File: src/hdl/frp_pkg.sv
`default_nettype none

package frp_pkg;

  // Result kinds carried on out_tuser
  localparam logic [1:0] KIND_NAME  = 2'd0;
  localparam logic [1:0] KIND_SEQ   = 2'd1;
  localparam logic [1:0] KIND_END   = 2'd2;
  localparam logic [1:0] KIND_ERROR = 2'd3;

  localparam logic [7:0] CH_GT  = 8'h3E;
  localparam logic [7:0] CH_SP  = 8'h20;
  localparam logic [7:0] CH_TAB = 8'h09;
  localparam logic [7:0] CH_LF  = 8'h0A;
  localparam logic [7:0] CH_VT  = 8'h0B;
  localparam logic [7:0] CH_FF  = 8'h0C;
  localparam logic [7:0] CH_CR  = 8'h0D;

  localparam logic [31:0] LEN_MAX = 32'hFFFF_FFFF;

  typedef struct packed {
    logic        vld;
    logic [1:0]  kind;
    logic [7:0]  ch;
    logic [31:0] len;
  } result_t;

  function automatic logic is_skip_space(input logic [7:0] c);
    is_skip_space = (c == CH_SP) || (c == CH_TAB) || (c == CH_LF) ||
                    (c == CH_VT) || (c == CH_FF) || (c == CH_CR);
  endfunction

  function automatic logic is_lower(input logic [7:0] c);
    is_lower = (c >= 8'h61) && (c <= 8'h7A);
  endfunction

  function automatic logic is_alnum(input logic [7:0] c);
    is_alnum = ((c >= 8'h41) && (c <= 8'h5A)) || is_lower(c) ||
               ((c >= 8'h30) && (c <= 8'h39));
  endfunction

endpackage

`default_nettype wire

File: src/hdl/fasta_record_parser.sv
// FASTA record parser: one text byte per input item.
// Input channel: in_tdata carries a text byte, in_tlast marks end of stream
// (the byte is then ignored). Output channel: out_tuser gives the kind of
// result (name byte, sequence byte, record end, format error), out_tdata the
// character and, with record end, the saturating sequence length.
// The cfg channel writes the upper-case enable, which upper-cases kept
// sequence letters; write it only while the block is idle. cfg_ready is high.
// Each accepted item is held in an input register, stepped by the parser
// state machine and, when it produces a result, lands in the output
// register; out_tvalid comes from that register. Throughput is one item
// per cycle while the receiver does not stall.
// Items that produce no result are simply dropped after the step.
// When the receiver stalls, the output register holds its item and the
// input register fills; in_tready drops only when both are occupied.
// After a format error the parser stays silent until reset.
// Reset (rst_n low, synchronous) empties both registers, returns the parser
// to seeking a header at line start, clears the count and the upper-case enable.
`default_nettype none

module fasta_record_parser
  import frp_pkg::*;
(
  input  wire logic        clk,
  input  wire logic        rst_n,
  input  wire logic        in_tvalid,
  output logic             in_tready,
  input  wire logic [7:0]  in_tdata,   // [7:0] byte_in
  input  wire logic        in_tlast,   // end_of_stream
  output logic             out_tvalid,
  input  wire logic        out_tready,
  output logic [39:0]      out_tdata,  // [7:0] char_out, [39:8] record_length
  output logic [1:0]       out_tuser,  // [1:0] kind
  input  wire logic        cfg_valid,
  output logic             cfg_ready,
  input  wire logic        cfg_data    // upcase_en
);

  localparam logic [2:0] MODE_SEEK      = 3'd0;
  localparam logic [2:0] MODE_HDR_SKIP  = 3'd1;
  localparam logic [2:0] MODE_HDR_NAME  = 3'd2;
  localparam logic [2:0] MODE_HDR_REST  = 3'd3;
  localparam logic [2:0] MODE_SEQ_FIRST = 3'd4;
  localparam logic [2:0] MODE_SEQ       = 3'd5;
  localparam logic [2:0] MODE_ERROR     = 3'd6;

  logic        stg_vld_r;
  logic [7:0]  stg_byte_r;
  logic        stg_eos_r;
  logic        out_vld_r;
  logic [1:0]  out_kind_r;
  logic [7:0]  out_ch_r;
  logic [31:0] out_len_r;
  logic [2:0]  mode_r, mode_nxt;
  logic        als_r, als_nxt;
  logic [31:0] cnt_r, cnt_nxt;
  logic        upper_r;
  logic        adv;
  logic        step;
  result_t     res;

  // advance the step stage whenever the output register is free or draining
  assign adv       = !out_vld_r || out_tready;
  assign step      = stg_vld_r && adv;
  assign in_tready = !stg_vld_r || adv;
  assign cfg_ready = 1'b1;

  assign out_tvalid = out_vld_r;
  assign out_tuser  = out_kind_r;
  assign out_tdata  = {out_len_r, out_ch_r};

  always_comb begin
    mode_nxt = mode_r;
    als_nxt  = als_r;
    cnt_nxt  = cnt_r;
    res.vld  = 1'b0;
    res.kind = KIND_NAME;
    res.ch   = 8'd0;
    res.len  = 32'd0;
    case (mode_r)
      MODE_SEEK: begin
        if (stg_eos_r) begin
          mode_nxt = MODE_ERROR;
          res.vld  = 1'b1;
          res.kind = KIND_ERROR;
        end else if (als_r && stg_byte_r == CH_GT) begin
          mode_nxt = MODE_HDR_SKIP;
          als_nxt  = 1'b0;
        end else begin
          als_nxt = (stg_byte_r == CH_LF);
        end
      end
      MODE_HDR_SKIP: begin
        if (stg_eos_r || stg_byte_r == CH_LF) begin
          mode_nxt = MODE_ERROR;
          res.vld  = 1'b1;
          res.kind = KIND_ERROR;
        end else if (!(stg_byte_r == CH_GT || is_skip_space(stg_byte_r))) begin
          mode_nxt = MODE_HDR_NAME;
          res.vld  = 1'b1;
          res.kind = KIND_NAME;
          res.ch   = stg_byte_r;
        end
      end
      MODE_HDR_NAME: begin
        if (stg_eos_r) begin
          mode_nxt = MODE_ERROR;
          res.vld  = 1'b1;
          res.kind = KIND_ERROR;
        end else if (stg_byte_r == CH_LF) begin
          mode_nxt = MODE_SEQ_FIRST;
          als_nxt  = 1'b1;
        end else if (stg_byte_r == CH_SP || stg_byte_r == CH_TAB ||
                     stg_byte_r == CH_CR) begin
          mode_nxt = MODE_HDR_REST;
        end else begin
          res.vld  = 1'b1;
          res.kind = KIND_NAME;
          res.ch   = stg_byte_r;
        end
      end
      MODE_HDR_REST: begin
        if (stg_eos_r) begin
          mode_nxt = MODE_ERROR;
          res.vld  = 1'b1;
          res.kind = KIND_ERROR;
        end else if (stg_byte_r == CH_LF) begin
          mode_nxt = MODE_SEQ_FIRST;
          als_nxt  = 1'b1;
        end
      end
      MODE_SEQ_FIRST, MODE_SEQ: begin
        if (stg_eos_r) begin
          res.vld = 1'b1;
          if (mode_r == MODE_SEQ_FIRST) begin
            // header line with nothing after it
            mode_nxt = MODE_ERROR;
            res.kind = KIND_ERROR;
          end else begin
            mode_nxt = MODE_SEEK;
            als_nxt  = 1'b1;
            cnt_nxt  = 32'd0;
            res.kind = KIND_END;
            res.len  = cnt_r;
          end
        end else if (als_r && stg_byte_r == CH_GT) begin
          // next header closes this record
          mode_nxt = MODE_HDR_SKIP;
          als_nxt  = 1'b0;
          cnt_nxt  = 32'd0;
          res.vld  = 1'b1;
          res.kind = KIND_END;
          res.len  = cnt_r;
        end else begin
          mode_nxt = MODE_SEQ;
          als_nxt  = (stg_byte_r == CH_LF);
          if (is_alnum(stg_byte_r)) begin
            res.vld  = 1'b1;
            res.kind = KIND_SEQ;
            res.ch   = (upper_r && is_lower(stg_byte_r)) ?
                       (stg_byte_r - 8'd32) : stg_byte_r;
            if (cnt_r != LEN_MAX) begin
              cnt_nxt = cnt_r + 32'd1;
            end
          end
        end
      end
      default: begin
        // error or unused code: stay silent
        mode_nxt = MODE_ERROR;
      end
    endcase
  end

  always_ff @(posedge clk) begin
    if (!rst_n) begin
      stg_vld_r <= 1'b0;
      out_vld_r <= 1'b0;
      mode_r    <= MODE_SEEK;
      als_r     <= 1'b1;
      cnt_r     <= 32'd0;
      upper_r   <= 1'b0;
    end else begin
      if (cfg_valid && cfg_ready) begin
        upper_r <= cfg_data;
      end
      if (in_tready) begin
        stg_vld_r <= in_tvalid;
      end
      if (step) begin
        mode_r <= mode_nxt;
        als_r  <= als_nxt;
        cnt_r  <= cnt_nxt;
      end
      if (adv) begin
        out_vld_r <= step && res.vld;
      end
    end
  end

  // payload registers, no reset
  always_ff @(posedge clk) begin
    if (in_tvalid && in_tready) begin
      stg_byte_r <= in_tdata;
      stg_eos_r  <= in_tlast;
    end
    if (step && res.vld) begin
      out_kind_r <= res.kind;
      out_ch_r   <= res.ch;
      out_len_r  <= res.len;
    end
  end

`ifndef SYNTHESIS
  a_error_sticky: assert property (@(posedge clk) disable iff (!rst_n)
    mode_r == MODE_ERROR |=> mode_r == MODE_ERROR)
    else $error("parser left error mode");

  a_end_clears_count: assert property (@(posedge clk) disable iff (!rst_n)
    step && res.vld && res.kind == KIND_END |=> cnt_r == 32'd0)
    else $error("count not cleared at record end");

  a_silent_after_error: assert property (@(posedge clk) disable iff (!rst_n)
    out_tvalid && out_tready && out_tuser == KIND_ERROR |=> !out_tvalid)
    else $error("result after format error");

  a_end_char_zero: assert property (@(posedge clk) disable iff (!rst_n)
    out_tvalid && (out_tuser == KIND_END || out_tuser == KIND_ERROR)
      |-> out_tdata[7:0] == 8'd0)
    else $error("character set on record end or error");
`endif

endmodule

`default_nettype wire
File: config.mk
export PLATFORM = sky130hd
export DESIGN_NAME = fasta_record_parser
export DESIGN_NICKNAME = d
export VERILOG_FILES = /design/src/hdl/frp_pkg.sv /design/src/hdl/fasta_record_parser.sv
export SDC_FILE = /design/constraint.sdc
export NUM_CORES = 1
export LEC_CHECK = 0
export BUFFER_PORTS_ARGS = -buffer_cell sky130_fd_sc_hd__buf_2
export CAP_MARGIN = 10
export CORE_AREA = 3 3 112 114
export CTS_CLUSTER_SIZE = 14
export DETAILED_ROUTE_END_ITERATION = 16
export DIE_AREA = 0 0 115 117
export SLEW_MARGIN = 20
export SYNTH_ARGS = -nofsm -noshare
export SYNTH_HDL_FRONTEND = slang
export SYNTH_SLANG_ARGS = --single-unit
File: constraint.sdc
create_clock -name clk -period 4.53 [get_ports clk]
set_input_delay 0.906 -clock clk [delete_from_list [all_inputs] [get_ports clk]]
set_output_delay 0.906 -clock clk [all_outputs]
set_load 0.05 [all_outputs]
==> impl_metrics.csv, run 1 <==
group,metric,value,unit
grt,track_usage,16.5,%
pwr,p_leak,1.94,nW
logic_synthesis,synthesis.area,4540,um2
timing,fin_setup_tns,0,ns
timing,clock_skew,0.0112,ns
cells_and_area,mostFrequentLayoutCells,"58 x buf_2, 51 x edfxtp_1, 46 x and3_1, 45 x nand2_1, 39 x dfxtp_1",
logic_synthesis,yosys.cell_types.count,71,
grt,grt_max_degree,40,
cells_and_area,final_common_cell,"buf_2",
place,place_inst,638,
timing,rsz0062_at_grt,"no",
pwr,peakVddDrop,160,uV
critical_path,path_class,"register to register",
timing,drv_slew,0,
worst_hold_path,hold_path_class,"register to register",
timing,tightest_slew,0.879,ns
timing,setup_viol,0,
clock_network,cts_tree,"done",
logic_synthesis,synth_edf_count,51,
cells_and_area,diodes,0,
drt,drt-initial-drc-count,206,
timing,post-route-period-util,65.2,%
die,die_height,117,um
run,max-cap-violations,0,
cells_and_area,finalNetCount,525,
critical_path,crit_required,4.76,ns
clock_network,cts_hold_buf,0,
clock_network,cts_root_buf,"clkbuf_16",
logic_synthesis,ys_async_sr_fraction,0,%
timing,fmax,339,MHz
drt,post_drt_wl_per_cell,16.6,um
drt,drc,0,
die,rows,39,
logic_synthesis,synth_nets,484,
die,die_x,115,um
logic_synthesis,synth-seq-cells,90,
critical_path,cp_max_fo,39,
timing,slew_headroom,41.4,%
die,initial_utilization,39.5,%
cells_and_area,areaGrowthSynthToFinish,14.6,%
drt,drtAntennaViolNets,0,
clock_network,cts_resized,0,
clock_network,cts-buffers-inserted,9,
logic_synthesis,yosysTopAreaCellShare,33.7,%
outcome,outcome,"finished clean",
die,dieArea,13500,um2
grt,antenna_found_initial,0,
clock_network,h-tree-depth,3,
clock_network,clock_latency,0.35,ns
cells_and_area,stdcell_count,654,
drt,via_per_inst,5.77,
drt,dr_total_vias,3774,
critical_path,start_kind,"register",
clock_network,cts_buffer_depth,2,
cells_and_area,fillCellCount,1110,
critical_path,crit_arrival,3.18,ns
logic_synthesis,syn_area_per_cell,9.77,um2
grt,grt_pass1_vias,3624,
critical_path,crit_path_end_kind,"register",
grt,grt_pass1_wl,17800,um
die,coreArea,11500,um2
place,io_buffers,58,
drt,drt_wl_total,10900,um
logic_synthesis,synth_top_area_cell,"edfxtp_1",
logic_synthesis,synthCells,465,
timing,fin_crit,2.95,ns
logic_synthesis,synthTopCellsByArea,"edfxtp_1 34%, dfxtp_1 17%, and3_1 6.3%, nand2_1 3.7%, a21oi_1 3.2%",
die,ios,60,
clock_network,cts_sinks,90,
pwr,power.density,352,nW/um2
cells_and_area,drive_gt1_share,17.6,%
timing,finalHoldViolCount,0,
grt,grt-ovfl-total,0,
logic_synthesis,ys_seq_area_share,50.9,%
logic_synthesis,synth_flop_cell,"edfxtp_1",
logic_synthesis,yosysWarnings,0,
clock_network,clkSlewWorstSetupHoldPaths,0.06,ns
place,gp_congestion,0.878,
place,dpl.hpwl,7440,um
drt,first_pass_iters,6,
clock_network,post-cts-setup-buffers,0,
## critical path, stage by stage, from the launching register on
cell,delay [ns]
edfxtp_1,0.45
or3b_1,0.45
nor4_2,0.35
or2_1,0.18
buf_4,0.32
nand2_1,0.18
nand2_1,0.45
nor3_1,0.12
a311o_1,0.33
## flip-flops by register name, indices dropped and copies added, names as in the netlist, 2 cells and up
name and cells:
mode_r 3, out_len_r 32, out_tuser 2, out_ch_r 8
cnt_r 32, stg_byte_r 8
## final timing paths
kind | cells after the start | end | slack [ns] | start
max | 8 | cnt_r[28] | 1.58 | stg_byte_r[6]
min | 2 | cnt_r[30] | 0.50 | cnt_r[30]
max reg2reg | 8 | cnt_r[28] | 1.58 | stg_byte_r[6]
min reg2reg | 2 | cnt_r[30] | 0.50 | cnt_r[30]
## logic make-up (layout without fill, tap and decap cells)
logic type | Yosys count | count (layout) | share of synthesized area (%)
AOI/OAI and AO/OA | 103 | 103 | 15.2
xor gates and xnor gates | 1 | 1 | 0.193
adders and majority gates | 5 | 5 | 1.32
buffers and inverters | 40 | 86 | 3.77
DFF | 90 | 90 | 50.9
muxes | 3 | 3 | 0.661
other | 1 | 1 | 0.0825
and+or+nand+nor | 222 | 222 | 27.9
## per-layer routing
layer / vias to the layer above / track usage (%) / part of all wire (%)
li1: 1850 / - / -
met5: - / 0 / 0
met2: 111 / 25.1 / 44
met1: 1787 / 22.9 / 48
met3: 26 / 2.78 / 5.1
met4: 0 / 8.06 / 2.9
## per-stage QoR
| stage | hold WS (ns) | total power [mW] | instance area, um2 | setup slack (ns) | utilization, % |
|---|---|---|---|---|---|
| final | 0.499 | 1.83 | 5210 | 1.58 | 45.2 |
| after global placement | 0.469 | 1.13 | 4920 | 1.61 | 42.8 |
| after global routing | 0.539 | 1.89 | 5210 | 1.33 | 45.2 |
| after CTS | 0.493 | 1.84 | 5210 | 1.58 | 45.2 |
| after floorplan | 0.447 | 1.08 | 4540 | 0.530 | - |
| after detailed placement | 0.488 | 1.13 | 4920 | 1.52 | 42.8 |
## Yosys cell counts, drive strengths merged (6+ instances only)
cell type and n:
and3 47, and2 6, nor2b 10, or3 12, dfxtp 39, nor3 6
nor2 29, or4 9, nand4 8, buf 11, clkbuf 22, edfxtp 51
inv 7, nand3 26, o211ai 8, a21oi 30, o21ai 22, nand2 45
## report_power, final
part / internal [mW] / leakage [nW] / total (mW) / switching (mW)
combinational: 0.0484 / 1.02 / 0.200 / 0.152
sequential: 0.893 / 0.778 / 0.916 / 0.0230
clock: 0.405 / 0.142 / 0.715 / 0.310
## layout make-up
class	count	area (um2)	area share [%]
clock inverter	4	25.0	0.481
timing repair buffer	63	340	6.54
inverter	7	26.3	0.505
tap	143	179	3.44
multi-input combinational	335	2070	39.7
clock buffer	12	258	4.95
sequential	90	2310	44.4
Note: power is estimated with default switching activity, not from simulation.
==> inputs of run 2 (changes only) <==
--- a/config.mk
+++ b/config.mk
@@ -5,12 +5,13 @@
 export SDC_FILE = /design/constraint.sdc
 export NUM_CORES = 1
 export LEC_CHECK = 0
+export ABC_AREA = 1
 export BUFFER_PORTS_ARGS = -buffer_cell sky130_fd_sc_hd__buf_2
 export CAP_MARGIN = 10
-export CORE_AREA = 3 3 112 114
+export CORE_AREA = 3 3 120 122
 export CTS_CLUSTER_SIZE = 14
 export DETAILED_ROUTE_END_ITERATION = 16
-export DIE_AREA = 0 0 115 117
+export DIE_AREA = 0 0 123 125
 export SLEW_MARGIN = 20
 export SYNTH_ARGS = -nofsm -noshare
 export SYNTH_HDL_FRONTEND = slang
==> constraint.sdc (replaced) <==
create_clock -name clk -period 3 [get_ports clk]
set_input_delay 0.6 -clock clk [delete_from_list [all_inputs] [get_ports clk]]
set_output_delay 0.6 -clock clk [all_outputs]
set_load 0.05 [all_outputs]
==> run 2 against run 1 <==
Against the previous run: clock skew decreased by 0.0024 ns; worst hold slack got worse by 0.083 ns; non-clock buffer count increased by 2; power increased by 66%; clock-buffer cell count decreased by 2; sequential cell count unchanged; synthesized cell count increased by 50%; utilization about the same; setup slack got worse by 1.3 ns; clock power increased by 69%; critical path depth increased by 2; maximum frequency increased by 7.9%.
==> impl_metrics.csv, run 2 <==
group,metric,value,unit
clock_network,clkSlewWorstSetupHoldPaths,0.07,ns
worst_hold_path,hold_path_class,"input pin to register",
cells_and_area,areaGrowthSynthToFinish,14.9,%
logic_synthesis,syn_area_per_cell,7.51,um2
drt,dr_total_vias,4729,
logic_synthesis,ys_async_sr_fraction,0,%
critical_path,cp_max_fo,34,
timing,finalHoldViolCount,0,
die,rows,42,
die,initial_utilization,39.3,%
die,coreArea,13300,um2
cells_and_area,regArea,2310,um2
timing,holdWs,0.417,ns
logic_synthesis,synth-seq-cells,90,
logic_synthesis,synth_flop_cell,"edfxtp_1",
clock_network,h-tree-depth,3,
logic_synthesis,synthesis.area,5230,um2
logic_synthesis,yosysMostFrequentCell,"nand2_1",
clock_network,cts_tree,"done",
grt,grt_pass1_vias,4627,
pwr,peakVddDrop,279,uV
logic_synthesis,yosys.cell_types.count,39,
drt,drc,0,
grt,grt-ovfl-total,0,
logic_synthesis,ys_top_cells_by_count,"166 x nand2_1, 118 x nor2_1, 69 x nand3_1",
cells_and_area,diodes,0,
logic_synthesis,synth_nets,715,
cells_and_area,design_area,6010,um2
die,dieArea,15400,um2
timing,postLayoutSetupSlackWorst,0.262,ns
cells_and_area,finalNetCount,766,
grt,grt_max_degree,43,
critical_path,path_class,"register to register",
cells_and_area,drive_gt1_share,19.4,%
cells_and_area,mostFrequentLayoutCells,"166 x nand2_1, 118 x nor2_1, 69 x nand3_1, 58 x buf_2",
worst_hold_path,hold_start,"in_tlast",
place,dpl_worst_slack,0.289,ns
drt,first_pass_iters,5,
cells_and_area,fin_util,45.2,%
drt,drtAntennaViolNets,0,
cells_and_area,top_regs,"cnt_r: 32 flops, out_len_r: 32 flops",
die,die_x,123,um
critical_path,critPathLaunch,"stg_byte_r[0]",
logic_synthesis,synth_top_area_cell,"edfxtp_1",
drt,via_per_inst,5.10,
grt,grt_pass1_wl,22900,um
pwr,power.density,506,nW/um2
die,die_height,125,um
critical_path,start_kind,"register",
pwr,finalPower,3.04,mW
critical_path,crit_arrival,2.95,ns
logic_synthesis,yosysTopAreaCellShare,29.3,%
pwr,p_leak,2.05,nW
clock_network,cts_resized,0,
place,dpl.hpwl,10100,um
logic_synthesis,synthCells,696,
logic_synthesis,yosysWarnings,0,
clock_network,cts_buffer_depth,2,
run,max-cap-violations,0,
cells_and_area,fillCellCount,1343,
critical_path,ff2ff_setup_slack,0.26,ns
critical_path,rr_startpoint,"stg_byte_r[0]",
timing,drv_slew,0,
timing,fin_setup_tns,0,ns
die,ios,60,
outcome,outcome,"finished clean",
timing,fin_crit,2.74,ns
place,place_inst,912,
place,gp_congestion,0.975,
place,io_buffers,58,
timing,tightest_slew,0.617,ns
critical_path,crit_path_end_kind,"register",
drt,drt_wl_total,13700,um
cells_and_area,multiInputGateArea,2550,um2
clock_network,cts-buffers-inserted,9,
critical_path,crit_required,3.21,ns
timing,setup_viol,0,
clock_network,post-cts-setup-buffers,0,
logic_synthesis,ys_seq_area_share,44.2,%
timing,rsz0062_at_grt,"no",
place,placed_area,5690,um2
timing,fmax,365,MHz
cells_and_area,stdcell_count,928,
clock_network,cts_sinks,90,
grt,antenna_found_initial,0,
drt,post_drt_wl_per_cell,14.7,um
timing,clock_skew,0.00875,ns
clock_network,clock_latency,0.35,ns
clock_network,cts_root_buf,"clkbuf_16",
clock_network,cts_hold_buf,0,
timing,post-route-period-util,91.3,%
grt,track_usage,18.6,%
timing,slew_headroom,58.7,%
logic_synthesis,synthTopCellsByArea,"edfxtp_1 29%, dfxtp_1 15%, nand2_1 12%, nor2_1 8.5%, nand3_1 6.6%",
drt,drt-initial-drc-count,351,
logic_synthesis,synth_edf_count,51,
cells_and_area,final_common_cell,"nand2_1",
run 2: cell count changes in the layout (fill, tap and decap cells not counted), sizes merged, moves of 10 or more:
| cell | delta |
|---|---|
| inv | +52 |
| nand2 | +148 |
| or3 | -12 |
| xor2 | +14 |
| nand3 | +46 |
| o21ai | -11 |
| nor2 | +96 |
| and3 | -47 |
| nor2b | -10 |
| nor3 | +39 |
run 2: per-layer routing:
metal / up-vias / share of wire [%] / GRT usage (%)
met5: - / 0 / 0
met4: 0 / 2.4 / 8.40
met3: 23 / 4.1 / 2.98
met2: 130 / 49 / 31.2
met1: 2196 / 45 / 23.5
li1: 2380 / - / -
run 2: cell type report:
type	count	share of cell area [%]
Multi-Input combinational cell	519	42.5
Sequential cell	90	38.5
Timing Repair Buffer	65	6.13
Inverter	62	3.87
Clock buffer	10	3.81
Tap cell	176	3.67
Clock inverter	6	1.50
run 2: logic make-up (layout without fill, tap and decap cells):
kind of cell / count (synthesis) / count (layout) / synth area share [%]
buffers and inverters: 87 / 143 / 6.94
flip-flops: 90 / 90 / 44.2
other: 1 / 1 / 0.0717
AND/OR/NAND/NOR: 442 / 442 / 37.9
AO/OA/AOI/OAI: 58 / 58 / 7.54
XOR/XNOR: 14 / 14 / 2.35
adder cells (fa/ha/maj): 4 / 4 / 0.957
run 2: worst paths after layout:
path	endpoint	depth (start not counted)
worst max-delay path	cnt_r[2]	10
worst min-delay path	stg_eos_r	1
worst max register to register	cnt_r[2]	10
worst min register to register	cnt_r[9]	2
run 2: power by group:
| group | total, mW | internal [mW] | switching, mW |
|---|---|---|---|
| Combinational | 0.433 | 0.0907 | 0.342 |
| Clock | 1.21 | 0.733 | 0.482 |
| Sequential | 1.39 | 1.37 | 0.0275 |
run 2: worst max-delay path: stages (launching register included):
cell and delay (ns):
edfxtp_1 0.44, inv_2 0.12, nand2_1 0.10, nor2_2 0.20
nand3_4 0.27, nand2_4 0.18, o21ai_4 0.09, nor2_8 0.42
nand3_4 0.52, nand2_1 0.18, a21oi_1 0.08
==> inputs of run 3 (changes only) <==
--- a/config.mk
+++ b/config.mk
@@ -8,10 +8,11 @@
 export ABC_AREA = 1
 export BUFFER_PORTS_ARGS = -buffer_cell sky130_fd_sc_hd__buf_2
 export CAP_MARGIN = 10
-export CORE_AREA = 3 3 120 122
+export CORE_AREA = 2 2 119 121
 export CTS_CLUSTER_SIZE = 14
 export DETAILED_ROUTE_END_ITERATION = 16
-export DIE_AREA = 0 0 123 125
+export DIE_AREA = 0 0 121 123
+export MAX_ROUTING_LAYER = met4
 export SLEW_MARGIN = 20
 export SYNTH_ARGS = -nofsm -noshare
 export SYNTH_HDL_FRONTEND = slang
==> run 3 against run 2 <==
Against the previous run: clock power down 9%; sequential cell count unchanged; cell area decreased by 0.17%; first-iteration DRC count is 6.8% lower; clock skew decreased by 0.0015 ns; cell count increased by 0.75%; critical path depth did not move; setup slack got worse by 0.052 ns; global-route usage rose by 1.4 points; sequential power is essentially flat; die area shrank 3.2%; worst hold slack worse by 0.0035 ns; critical path type unchanged; critical endpoint is now cnt_r[16].
==> impl_metrics.csv, run 3 (synthesis gave the netlist of run 2 again) <==
group,metric,value,unit
outcome,outcome,"finished clean",
timing,drv_slew,0,
worst_hold_path,min_to,"stg_byte_r[2]",
clock_network,cts_tree,"done",
clock_network,cts_buffer_depth,2,
clock_network,cts-buffers-inserted,9,
timing,rsz0062_at_grt,"no",
cells_and_area,mostFrequentLayoutCells,"166 x nand2_1, 118 x nor2_1, 69 x nand3_1, 58 x buf_2",
timing,tightest_slew,0.731,ns
drt,dr_total_vias,4738,
critical_path,ff2ff_setup_slack,0.21,ns
timing,post-route-period-util,93.0,%
cells_and_area,diodes,0,
critical_path,path_cells,"inv_2 > nand2_2 > nor2_4 > nand3_4 > nand2_4 > o21ai_4 > nor2_8 > nand3_2 > nand2_2 > a21oi_2",
cells_and_area,drive_gt1_share,19.2,%
timing,fmax,359,MHz
clock_network,cts_resized,0,
grt,track_usage,20.0,%
critical_path,start_kind,"register",
drt,drt-initial-drc-count,327,
critical_path,rr_startpoint,"stg_byte_r[6]",
die,coreArea,13600,um2
cells_and_area,areaGrowthSynthToFinish,14.7,%
worst_hold_path,hold_path_class,"input pin to register",
cells_and_area,stdcell_count,935,
timing,clock_skew,0.00725,ns
die,die_height,123,um
timing,slew_headroom,50.9,%
timing,holdWs,0.413,ns
clock_network,cts_sinks,90,
critical_path,cp_num_cells,10,
timing,finalHoldViolCount,0,
place,place_inst,918,
run,max-cap-violations,0,
critical_path,cp_slowest_cell,"nand3_2",
grt,grt_max_degree,43,
clock_network,cts_root_buf,"clkbuf_16",
drt,drc,0,
critical_path,crit_path_end_kind,"register",
critical_path,path_class,"register to register",
grt,antenna_found_initial,0,
die,ios,60,
cells_and_area,top_regs,"cnt_r: 32 flops, out_len_r: 32 flops",
critical_path,crit_required,3.25,ns
drt,post_drt_wl_per_cell,15.0,um
clock_network,cts_hold_buf,0,
critical_path,rr_worst_depth,10,
worst_hold_path,whs_path_depth,1,
grt,grt_pass1_wl,22500,um
die,dieArea,14900,um2
timing,fin_crit,2.79,ns
timing,setup_viol,0,
cells_and_area,finalNetCount,769,
critical_path,cp_max_fo,35,
cells_and_area,final_common_cell,"nand2_1",
place,dpl.hpwl,10200,um
place,io_buffers,58,
pwr,finalPower,2.94,mW
die,die_x,121,um
die,rows,43,
critical_path,timing.rr.end,"cnt_r[16]",
grt,grt_pass1_vias,4534,
clock_network,h-tree-depth,3,
critical_path,cp_num_buf_inv,1,
critical_path,cpMostUsedCell,"nand2_2",
drt,drt_wl_total,14100,um
pwr,power.density,490,nW/um2
critical_path,crit_family,"simple AND/OR/NAND/NOR gates",
clock_network,clock_latency,0.36,ns
clock_network,post-cts-setup-buffers,0,
place,placed_area,5710,um2
critical_path,cpPeakStageDelay,0.57,ns
pwr,p_leak,2.04,nW
clock_network,clkSlewWorstSetupHoldPaths,0.06,ns
grt,grt-ovfl-total,0,
drt,via_per_inst,5.07,
pwr,peakVddDrop,246,uV
timing,fin_setup_tns,0,ns
place,gp_congestion,0.960,
drt,first_pass_iters,6,
cells_and_area,design_area,6000,um2
worst_hold_path,hold_start,"in_tdata[2]",
drt,drtAntennaViolNets,0,
critical_path,crit_arrival,3.04,ns
die,initial_utilization,38.4,%
[run 3: cell count changes in the layout (fill, tap and decap cells not counted)]
cell,before,now
clkinv_1,3,6
buf_4,5,7
bufinv_16,2,1
clkbuf_1,1,2
clkinv_4,1,0
clkinvlp_4,1,0
inv_6,1,0
nand3_2,1,2
[run 3: how the worst max path moves through the flow]
stage | from | endpoint | slack, ns
finish | stg_byte_r[6] | cnt_r[16] | 0.21
global route | stg_byte_r[0] | cnt_r[16] | 0.003
CTS | stg_byte_r[0] | cnt_r[5] | 0.26
detailed placement | stg_byte_r[6] | cnt_r[5] | 0.30
global placement | stg_byte_r[6] | cnt_r[1] | 0.37
floorplan | stg_byte_r[6] | out_ch_r[0] | 0.40
[run 3: routing by layer]
| layer | share of wire (%) | GRT usage [%] |
|---|---|---|
| met2 | 48 | 32.1 |
| met4 | 2.3 | 8.58 |
| met1 | 45 | 24.5 |
| met3 | 4.0 | 4.20 |
| met5 | 0 | - |
[run 3: area by class of cell]
type / instances / area (um2)
Timing Repair Buffer: 67 / 383
Inverter: 62 / 233
Clock buffer: 11 / 233
Tap cell: 180 / 225
Multi-Input combinational cell: 520 / 2560
Fill cell: 1367 / 7620
Clock inverter: 5 / 46.3
Sequential cell: 90 / 2310
[run 3: through the flow]
step,setup slack (ns),util (%)
5_1_grt,0.00279,44.0
2_1_floorplan,0.397,-
6_report,0.211,44.0
3_3_place_gp,0.368,41.9
3_5_place_dp,0.300,41.9
4_1_cts,0.257,44.0
[run 3: power by group]
| group | internal [mW] | total (mW) | switching (mW) |
|---|---|---|---|
| combinational | 0.0930 | 0.441 | 0.348 |
| sequential | 1.37 | 1.39 | 0.0277 |
| clock | 0.636 | 1.10 | 0.468 |
